$ cat src/rtl/dubd_pkg.sv
`timescale 1ns / 1ps

package dubd_pkg;

  localparam logic [7:0] CH_DOT = 8'h2E;
  localparam logic [7:0] CH_CR  = 8'h0D;
  localparam logic [7:0] CH_LF  = 8'h0A;

  localparam logic KIND_DATA = 1'b0;
  localparam logic KIND_END  = 1'b1;

  localparam int MAX_RES = 3;

  typedef enum logic [2:0] {
    PH_START = 3'd0,
    PH_MID   = 3'd1,
    PH_DOT   = 3'd2,
    PH_DOTCR = 3'd3,
    PH_DONE  = 3'd4
  } phase_t;

  typedef struct packed {
    logic [7:0] out_byte;
    logic       byte_valid;
    logic       body_end;
    logic       terminator_seen;
    logic       run_last;
  } res_t;

endpackage

$ cat src/rtl/dubd_step.sv
`timescale 1ns / 1ps

module dubd_step
  import dubd_pkg::*;
(
  input  phase_t     phase,
  input  logic       unstuff_enable,
  input  logic       kind,
  input  logic [7:0] data_byte,
  output res_t       res [MAX_RES],
  output logic [1:0] res_cnt,
  output phase_t     phase_nxt
);

  always_comb begin
    logic [1:0] n;
    logic       held_dot;
    logic       held_cr;
    res_t       blank;
    blank = '0;
    n = 2'd0;
    for (int i = 0; i < MAX_RES; i++) begin
      res[i] = blank;
    end
    held_dot  = (phase == PH_DOT) || (phase == PH_DOTCR);
    held_cr   = (phase == PH_DOTCR);
    phase_nxt = phase;

    if (kind == KIND_END) begin
      if (!unstuff_enable || held_cr) begin
        if (held_dot) begin
          res[n] = '{CH_DOT, 1'b1, 1'b0, 1'b0, 1'b0};
          n = n + 2'd1;
        end
        if (held_cr) begin
          res[n] = '{CH_CR, 1'b1, 1'b0, 1'b0, 1'b0};
          n = n + 2'd1;
        end
      end
      res[n] = '{8'h00, 1'b0, 1'b1,
                 unstuff_enable && (phase == PH_DOT || phase == PH_DONE), 1'b0};
      n = n + 2'd1;
      phase_nxt = PH_START;
    end else if (!unstuff_enable) begin
      if (held_dot) begin
        res[n] = '{CH_DOT, 1'b1, 1'b0, 1'b0, 1'b0};
        n = n + 2'd1;
      end
      if (held_cr) begin
        res[n] = '{CH_CR, 1'b1, 1'b0, 1'b0, 1'b0};
        n = n + 2'd1;
      end
      res[n] = '{data_byte, 1'b1, 1'b0, 1'b0, 1'b0};
      n = n + 2'd1;
      phase_nxt = (data_byte == CH_LF) ? PH_START : PH_MID;
    end else begin
      case (phase)
        PH_DONE: begin
          phase_nxt = PH_DONE;
        end
        PH_DOT: begin
          if (data_byte == CH_LF) begin
            phase_nxt = PH_DONE;
          end else if (data_byte == CH_CR) begin
            phase_nxt = PH_DOTCR;
          end else begin
            res[0] = '{CH_DOT, 1'b1, 1'b0, 1'b0, 1'b0};
            n = 2'd1;
            if (data_byte != CH_DOT) begin
              res[1] = '{data_byte, 1'b1, 1'b0, 1'b0, 1'b0};
              n = 2'd2;
            end
            phase_nxt = PH_MID;
          end
        end
        PH_DOTCR: begin
          if (data_byte == CH_LF) begin
            phase_nxt = PH_DONE;
          end else begin
            res[0] = '{CH_DOT, 1'b1, 1'b0, 1'b0, 1'b0};
            res[1] = '{CH_CR, 1'b1, 1'b0, 1'b0, 1'b0};
            res[2] = '{data_byte, 1'b1, 1'b0, 1'b0, 1'b0};
            n = 2'd3;
            phase_nxt = PH_MID;
          end
        end
        PH_MID: begin
          res[0] = '{data_byte, 1'b1, 1'b0, 1'b0, 1'b0};
          n = 2'd1;
          phase_nxt = (data_byte == CH_LF) ? PH_START : PH_MID;
        end
        default: begin
          if (data_byte == CH_DOT) begin
            phase_nxt = PH_DOT;
          end else begin
            res[0] = '{data_byte, 1'b1, 1'b0, 1'b0, 1'b0};
            n = 2'd1;
            phase_nxt = (data_byte == CH_LF) ? PH_START : PH_MID;
          end
        end
      endcase
    end

    // mark the last word of this item
    case (n)
      2'd1:    res[0].run_last = 1'b1;
      2'd2:    res[1].run_last = 1'b1;
      2'd3:    res[2].run_last = 1'b1;
      default: ;
    endcase
    res_cnt = n;
  end

endmodule

$ cat src/rtl/dot_unstuff_body_decoder_top.sv
`timescale 1ns / 1ps
// Result words are registered in a four-word result queue before they reach the output.
// Throughput: one input word per cycle when in_tready is high; each word yields zero to
// three result words, drained one per cycle from the queue while out_tready is high.
// in_tready is high while the queue holds at most one word, so a full burst always fits.
// Reset (rst_n low, synchronous): line phase to line start, unstuffing on, queue empty.

module dot_unstuff_body_decoder_top
  import dubd_pkg::*;
(
  input  logic       clk,
  input  logic       rst_n,
  input  logic       cfg_valid,
  output logic       cfg_ready,
  input  logic       cfg_data,     // unstuff_enable
  input  logic       in_tvalid,
  output logic       in_tready,
  input  logic [7:0] in_tdata,     // [7:0] data_byte
  input  logic       in_tuser,     // [0] kind
  output logic       out_tvalid,
  input  logic       out_tready,
  output logic [7:0] out_tdata,    // [7:0] out_byte
  output logic [2:0] out_tuser,    // [0] byte_valid, [1] body_end, [2] terminator_seen
  output logic       out_tlast     // run_last
);

  localparam int QDEPTH = 4;

  logic       enable_r;
  phase_t     phase_r;
  phase_t     phase_nxt;
  res_t       q_r [QDEPTH];
  logic [1:0] wr_ptr_r;
  logic [1:0] rd_ptr_r;
  logic [2:0] cnt_r;
  logic [2:0] cnt_nxt;
  res_t       res [MAX_RES];
  logic [1:0] res_cnt;
  logic [1:0] push_n;
  logic       in_acc;
  logic       pop;
  res_t       head;

  dubd_step u_step (
    .phase          (phase_r),
    .unstuff_enable (enable_r),
    .kind           (in_tuser),
    .data_byte      (in_tdata),
    .res            (res),
    .res_cnt        (res_cnt),
    .phase_nxt      (phase_nxt)
  );

  assign cfg_ready  = 1'b1;
  assign in_tready  = (cnt_r <= 3'd1);
  assign in_acc     = in_tvalid && in_tready;
  assign push_n     = in_acc ? res_cnt : 2'd0;
  assign out_tvalid = (cnt_r != 3'd0);
  assign pop        = out_tvalid && out_tready;
  assign cnt_nxt    = cnt_r + {1'b0, push_n} - {2'b00, pop};

  assign head      = q_r[rd_ptr_r];
  assign out_tdata = head.out_byte;
  assign out_tuser = {head.terminator_seen, head.body_end, head.byte_valid};
  assign out_tlast = head.run_last;

  always_ff @(posedge clk) begin
    if (!rst_n) begin
      enable_r <= 1'b1;
      phase_r  <= PH_START;
      wr_ptr_r <= 2'd0;
      rd_ptr_r <= 2'd0;
      cnt_r    <= 3'd0;
    end else begin
      if (cfg_valid && cfg_ready) begin
        enable_r <= cfg_data;
      end
      if (in_acc) begin
        phase_r <= phase_nxt;
      end
      wr_ptr_r <= wr_ptr_r + push_n;
      if (pop) begin
        rd_ptr_r <= rd_ptr_r + 2'd1;
      end
      cnt_r <= cnt_nxt;
    end
  end

  always_ff @(posedge clk) begin
    for (int i = 0; i < MAX_RES; i++) begin
      if (2'(i) < push_n) begin
        q_r[wr_ptr_r + 2'(i)] <= res[i];
      end
    end
  end

  a_no_overflow: assert property (@(posedge clk) disable iff (!rst_n)
    in_acc |-> (cnt_r + {1'b0, res_cnt}) <= 3'(QDEPTH))
    else $error("result queue overflow");

  a_cnt_range: assert property (@(posedge clk) disable iff (!rst_n)
    cnt_r <= 3'(QDEPTH))
    else $error("queue count out of range");

  a_end_to_start: assert property (@(posedge clk) disable iff (!rst_n)
    (in_acc && in_tuser == KIND_END) |=> (phase_r == PH_START))
    else $error("end word did not return phase to line start");

  a_end_pushes: assert property (@(posedge clk) disable iff (!rst_n)
    (in_acc && in_tuser == KIND_END) |-> (res_cnt != 2'd0))
    else $error("end word produced no marker");

endmodule

$ cat config.mk
export PLATFORM = sky130hd
export DESIGN_NAME = dot_unstuff_body_decoder_top
export DESIGN_NICKNAME = d
export VERILOG_FILES = /design/src/rtl/dubd_pkg.sv /design/src/rtl/dubd_step.sv /design/src/rtl/dot_unstuff_body_decoder_top.sv
export SDC_FILE = /design/constraint.sdc
export NUM_CORES = 1
export LEC_CHECK = 0
export BUFFER_PORTS_ARGS = -buffer_cell sky130_fd_sc_hd__buf_4
export CORE_MARGIN = 2
export CORE_UTILIZATION = 40
export DETAILED_ROUTE_END_ITERATION = 10
export PLACE_DENSITY = 0.67
export SLEW_MARGIN = 25
export SYNTH_ARGS = -nofsm -noshare
export SYNTH_HDL_FRONTEND = slang
export SYNTH_SLANG_ARGS = --single-unit
$ cat constraint.sdc
create_clock -name clk -period 3.5 [get_ports clk]
set_clock_uncertainty 0.2 [all_clocks]
set_input_delay 0.525 -clock clk [delete_from_list [all_inputs] [get_ports clk]]
set_output_delay 0.525 -clock clk [all_outputs]
set_load 0.03 [all_outputs]
Word-level counts from Yosys, hierarchy flattened
Memory sizes are Yosys's and may differ from the RTL's. A register that Yosys moved wholly into a read port is not among the register bits.
Cells that the tools add are included.
{"block": "word_totals", "register_bits": 11, "mem_bits_rw": 48, "input_bits": 15, "output_inout_bits": 15, "elab_cells": 131, "mem_count": 1}
{"block": "op_classes", "n_addsub": 10, "magnitude_cmp": 12, "n_eq_ne": 11, "muxes": 70, "bitwise": 10, "reduce_logical": 12}
{"name": "q_r", "depth": 4, "word_bits": 12, "rd": 1, "rd_clocked_by_memory_dff": 1, "write_ports": 3, "line": "dot_unstuff_body_decoder_top.sv:32", "source": "res_t q_r [QDEPTH];"}
{"op": "2-to-1 mux 36 bit", "n": 8}
{"op": "2-to-1 mux 12 bit", "n": 11}
{"op": "demux 12 bit (select 2 bit)", "n": 4}
{"op": "bitwise mux 36 bit", "n": 2}
{"op": "bitwise AND 24 bit", "n": 2}
{"op": "NOT 24 bit", "n": 2}
{"op": "case mux 12 bit (4 select lines)", "n": 1}
{"op": "2-to-1 mux 2 bit", "n": 20}
{"op": "2-to-1 mux 34 bit", "n": 1}
{"op": "2-to-1 mux 24 bit", "n": 1}
{"op": "bitwise OR 12 bit", "n": 2}
{"op": "case mux 12 bit (2 select lines)", "n": 1}
{"op": "2-to-1 mux 22 bit", "n": 1}
{"op": "equality test 8 x 4 -> 1 bit, second input constant", "n": 2}
{"op": "2-to-1 mux 3 bit", "n": 5}
{"op": "adder 2 x 1 -> 2 bit, second input constant", "n": 6}
{"op": "greater-or-equal comparator 3 bit, second input constant", "n": 4}
{"op": "< comparator 3 x 1 -> 1 bit, second input constant", "n": 4}
{"op": "2-to-1 mux 1 bit", "n": 12}
{"op": "NOT 2 -> 3 bit", "n": 4}
{"op": "case mux 3 bit (4 select lines)", "n": 1}
{"op": "2-to-1 mux 10 bit", "n": 1}
{"op": "equality test 8 x 6 -> 1 bit, second input constant", "n": 1}
{"op": "!= test 8 x 6 -> 1 bit, second input constant", "n": 1}
{"op": "17 further kinds", "n": 28}

Logic depth before layout (Yosys ltp)
{"block": "logic_depth", "word_depth": 19, "depth_mapped": 16, "mapped_depth_nobuf": 13}

Cells and area by module
Synthesis repeated with hierarchy kept, for this count alone.
{"block": "unflattened", "hier_cells": 518, "area_unflattened_um2": 4864.7}
{"mod": "dot_unstuff_body_decoder_top", "n_inst": 1, "cells_each": 375, "area_per_inst_um2": 3893.7, "seq_area_each_um2": 1701.6}
{"mod": "dubd_step", "n_inst": 1, "cells_each": 143, "area_per_inst_um2": 970.9, "seq_area_each_um2": 0.0}

Worst setup path after synthesis
No wires, ideal clock.
{"block": "synth_path", "path_kind": "input to register", "from": "in in_tdata[3]", "to": "reg cnt_r[2]", "setup_time_ns": 0.072, "arrival_time_ns": 3.289, "required_time_ns": 3.228, "path_slack_ns": -0.060, "stages": 15, "path_cell_list": "buf_6 > or4b_2 > nor2_1 > o221ai_1 > or2_2 > buf_2 > nor2_1 > inv_1 > ha_1 > inv_1 > ha_1 > inv_1 > fa_1 > nand2b_1 > mux2i_1"}
{"block": "synth_between", "elab_chain_cells": 10}
{"item": "from (decl)", "line": "dot_unstuff_body_decoder_top.sv:18", "source": "input logic [7:0] in_tdata,"}
{"item": "!= test 8 x 6 -> 1 bit", "line": "dubd_step.sv:69", "source": "if (data_byte != CH_DOT) begin"}
{"item": "2-to-1 mux 2 bit", "line": "dubd_step.sv:69"}
{"item": "2-to-1 mux 2 bit", "line": "dubd_step.sv:64", "source": "end else if (data_byte == CH_CR) begin"}
{"item": "2-to-1 mux 2 bit", "line": "dubd_step.sv:62", "source": "if (data_byte == CH_LF) begin"}
{"item": "case mux 2 bit (4 select lines) *", "line": "dubd_step.sv:57", "source": "case (phase)"}
{"item": "2-to-1 mux 2 bit *", "line": "dubd_step.sv:44", "source": "end else if (!unstuff_enable) begin"}
{"item": "2-to-1 mux 2 bit *", "line": "dubd_step.sv:29", "source": "if (kind == KIND_END) begin"}
{"item": "2-to-1 mux 2 bit *", "line": "dot_unstuff_body_decoder_top.sv:57", "source": "assign push_n = in_acc ? res_cnt : 2'd0;"}
{"item": "adder 3 x 2 -> 3 bit *", "line": "dot_unstuff_body_decoder_top.sv:60", "source": "assign cnt_nxt = cnt_r + {1'b0, push_n} - {2'b00, pop};"}
{"item": "subtractor 3 x 1 -> 3 bit *", "line": "dot_unstuff_body_decoder_top.sv:60"}
{"item": "to (signal assigned)", "line": "dot_unstuff_body_decoder_top.sv:85", "source": "cnt_r <= cnt_nxt;"}
{"item": "to (decl)", "line": "dot_unstuff_body_decoder_top.sv:35", "source": "logic [2:0] cnt_r;"}
Every way passes the cells marked *; elsewhere a longest branch is shown, timed or not.
A chain may end at the register's enable or synchronous reset.

==> impl_metrics.env <==
export IMPL_grtUsageTotal_pct=20.4
export IMPL_ys_warnings_count=0
export IMPL_synth_area_top_cells="edfxtp_1 34%, mux2i_1 7.1%, mux4_2 6.4%"
export IMPL_yosysTopAreaCell="edfxtp_1"
export IMPL_die_y_microns=107
export IMPL_grt_pass1_vias=3444
export IMPL_setup_violations_final=0
export IMPL_die_x_microns=107
export IMPL_yosysUniqueCellTypes=73
export IMPL_postRouteAntennaNets=0
export IMPL_clk_pin_slew_ps=70
export IMPL_grt_start_max_net_pins=17
export IMPL_critPathMaxFanout=12
export IMPL_synth_fp_nets=436
export IMPL_cp_end_kind="flop"
export IMPL_criticalPathCategory="reg2reg"
export IMPL_yosysTopAreaCellShare_pct=34.2
export IMPL_ys_async_sr_fraction_pct=0
export IMPL_fin_util_pct=47.5
export IMPL_cts_path_max_buffers=2
export IMPL_slew_violations=0
export IMPL_route_detailed_wl_per_inst_microns=18.8
export IMPL_synth_edf_count=48
export IMPL_first_iter_violations=333
export IMPL_remaining_drc_errors=0
export IMPL_fillerInstances=978
export IMPL_fin_cells=592
export IMPL_area_growth_pct=15.8
export IMPL_synth_ff_type="edfxtp_1"
export IMPL_yosysSeqAreaShare_pct=40.4
export IMPL_hold_violations=0
export IMPL_htree_levels=3
export IMPL_syn_area_sq_mm=0.00421
export IMPL_ir_drop_mv=0.268
export IMPL_status="complete, no violations"
export IMPL_synth_seq_cells=61
export IMPL_holdWs_ps=187
export IMPL_setup_tns_ps=0
export IMPL_layout_worst_path_cycle_share_pct=93.2
export IMPL_finalCriticalPeriod_ps=3260
export IMPL_dp_slack_ps=1.84
export IMPL_max_freq_mhz=306
export IMPL_dieArea_sq_mm=0.0114
export IMPL_worst_pin_slew_ps=654
export IMPL_vias=3612
export IMPL_crit_required_ps=3470
export IMPL_start_util_pct=41.0
export IMPL_dp_hpwl_microns=8220
export IMPL_layout_setup_ws_ps=237
export IMPL_cts_resized=0
export IMPL_diodes=0
export IMPL_clock_latency_ps=350
export IMPL_cp_start_kind="flop"
export IMPL_dr_pass1_iters=6
export IMPL_core_area_sq_mm=0.0103
export IMPL_rsz0062_at_grt="false"
export IMPL_drt_wl_total_microns=11100
export IMPL_ios=30
export IMPL_portBuffers=28
export IMPL_clock_sinks=61
export IMPL_powerDensity_mw_per_mm2=547
export IMPL_antenna_found_initial=0
export IMPL_nets=473
export IMPL_rows=37
export IMPL_ctsHoldBuffers=0
export IMPL_dp_cells=576
export IMPL_crit_arrival_ps=3240
export IMPL_cts_setup_buffers=0
export IMPL_drive_gt1_share_pct=23.2
export IMPL_drv_cap=0
export IMPL_hold_path_class="in2reg"
export IMPL_cts_root_buf="clkbuf_8"
export IMPL_syn_instance_count=414
export IMPL_routabilityCongestion=0.915
export IMPL_postSynthAreaPerCell_sq_um=10.2
export IMPL_via_per_inst=6.10
export IMPL_slew_headroom_pct=56.4
export IMPL_cts_tree="done"
export IMPL_grt_pass1_wl_microns=18200
export IMPL_p_leak_nw=1.83
export IMPL_grt_overflow=0
export IMPL_cts_buffers=9
## metal layers
metal	GRT usage, %	wire [microns]	vias up
li1	-	-	1666
met1	29.4	5020	1771
met2	31.0	5250	150
met3	3.53	663	25
met4	6.86	199	0
met5	0	0	-
## state kept, by name, indices dropped and copies added, names as in the netlist, named ones only
signal    cells
phase_r       3
wr_ptr_r      2
rd_ptr_r      2
cnt_r         3
q_r          48
enable_r      1
## final timing paths
check | startpoint | endpoint | slack (ps) | depth (start not counted)
hold reg to reg | rd_ptr_r[1] | flop | 340 | 2
setup / recovery | phase_r[1] | q_r[1][5] | 240 | 9
hold / removal | cfg_valid | enable_r | 190 | 2
setup reg to reg | phase_r[1] | q_r[1][5] | 240 | 9
## layout make-up
type | instances | area [sq um] | area share (%)
Timing Repair Buffer | 58 | 435 | 8.93
Multi-Input combinational cell | 307 | 2290 | 47.0
Clock buffer | 9 | 124 | 2.54
Clock inverter | 7 | 98.8 | 2.03
Tap cell | 136 | 170 | 3.49
Sequential cell | 61 | 1700 | 34.9
Inverter | 14 | 52.6 | 1.08
## cell usage after synthesis, types with 3 or more instances
| master | n |
|---|---|
| o21ai_0 | 7 |
| o211ai_1 | 6 |
| nor2_1 | 21 |
| mux4_2 | 12 |
| inv_1 | 14 |
| mux2i_1 | 30 |
| o2bb2ai_1 | 7 |
| buf_6 | 3 |
| nand2b_1 | 7 |
| nor3_1 | 11 |
| ha_1 | 6 |
| xor2_1 | 3 |
| o31ai_1 | 3 |
| nand4_1 | 5 |
| buf_4 | 3 |
| edfxtp_1 | 48 |
| a211oi_1 | 12 |
| a31oi_1 | 4 |
| dfxtp_1 | 13 |
| nand3_1 | 7 |
| nor2b_1 | 3 |
| clkbuf_1 | 15 |
| a21oi_1 | 28 |
| nor4_1 | 3 |
| and2_1 | 7 |
| buf_2 | 9 |
| mux2_2 | 3 |
| nand2_1 | 51 |
| o22ai_1 | 14 |
## placed cells by master (no fill, tap or decap), drive strengths merged, types with 3 or more instances in the layout
cell	instances
buf	58
nand2	53
edfxtp	48
mux2i	30
a21oi	29
nor2	22
inv	15
o22ai	14
dfxtp	13
a211oi	13
mux4	12
nor3	11
clkbuf	9
o21ai	8
and2	7
nand3	7
nand2b	7
o2bb2ai	7
o211ai	6
ha	6
nand4	5
a31oi	4
nor2b	3
nor4	3
o31ai	3
mux2	3
xor2	3
a21boi	3
nor3b	3
clkinv	3
## critical path, cell delays in order (launching register included)
cell      delay [ps]
dfxtp_1          530
nor3b_4          260
nand2_1          190
ha_1             370
nor2_1            90
or3_1            370
a211oi_4         300
buf_4            240
mux2_2           350
mux2i_1          190
## metrics by stage
step                      instance area [sq um]  total power [mW]
after global routing                       4880              2.81
final                                      4880              2.67
after CTS                                  4880              2.69
after floorplan                            4210              1.68
after global placement                     4650              1.96
after detailed placement                   4650              1.99
## power by group
| part | internal (mW) | switching, mW |
|---|---|---|
| registers | 0.931 | 0.0748 |
| clock network | 0.404 | 0.300 |
| logic | 0.401 | 0.558 |
## logic make-up after synthesis
| family | after synthesis | synth area share, % |
|---|---|---|
| muxes | 45 | 14.4 |
| other | 1 | 0.0891 |
| and+or+nand+nor | 137 | 17.4 |
| AOI/OAI and AO/OA | 112 | 19.3 |
| xor gates and xnor gates | 5 | 1.04 |
| adders and majority gates | 7 | 2.26 |
| buffers and inverters | 46 | 5.17 |
| DFF | 61 | 40.4 |
No activity file was read; power rests on OpenSTA's default activity.
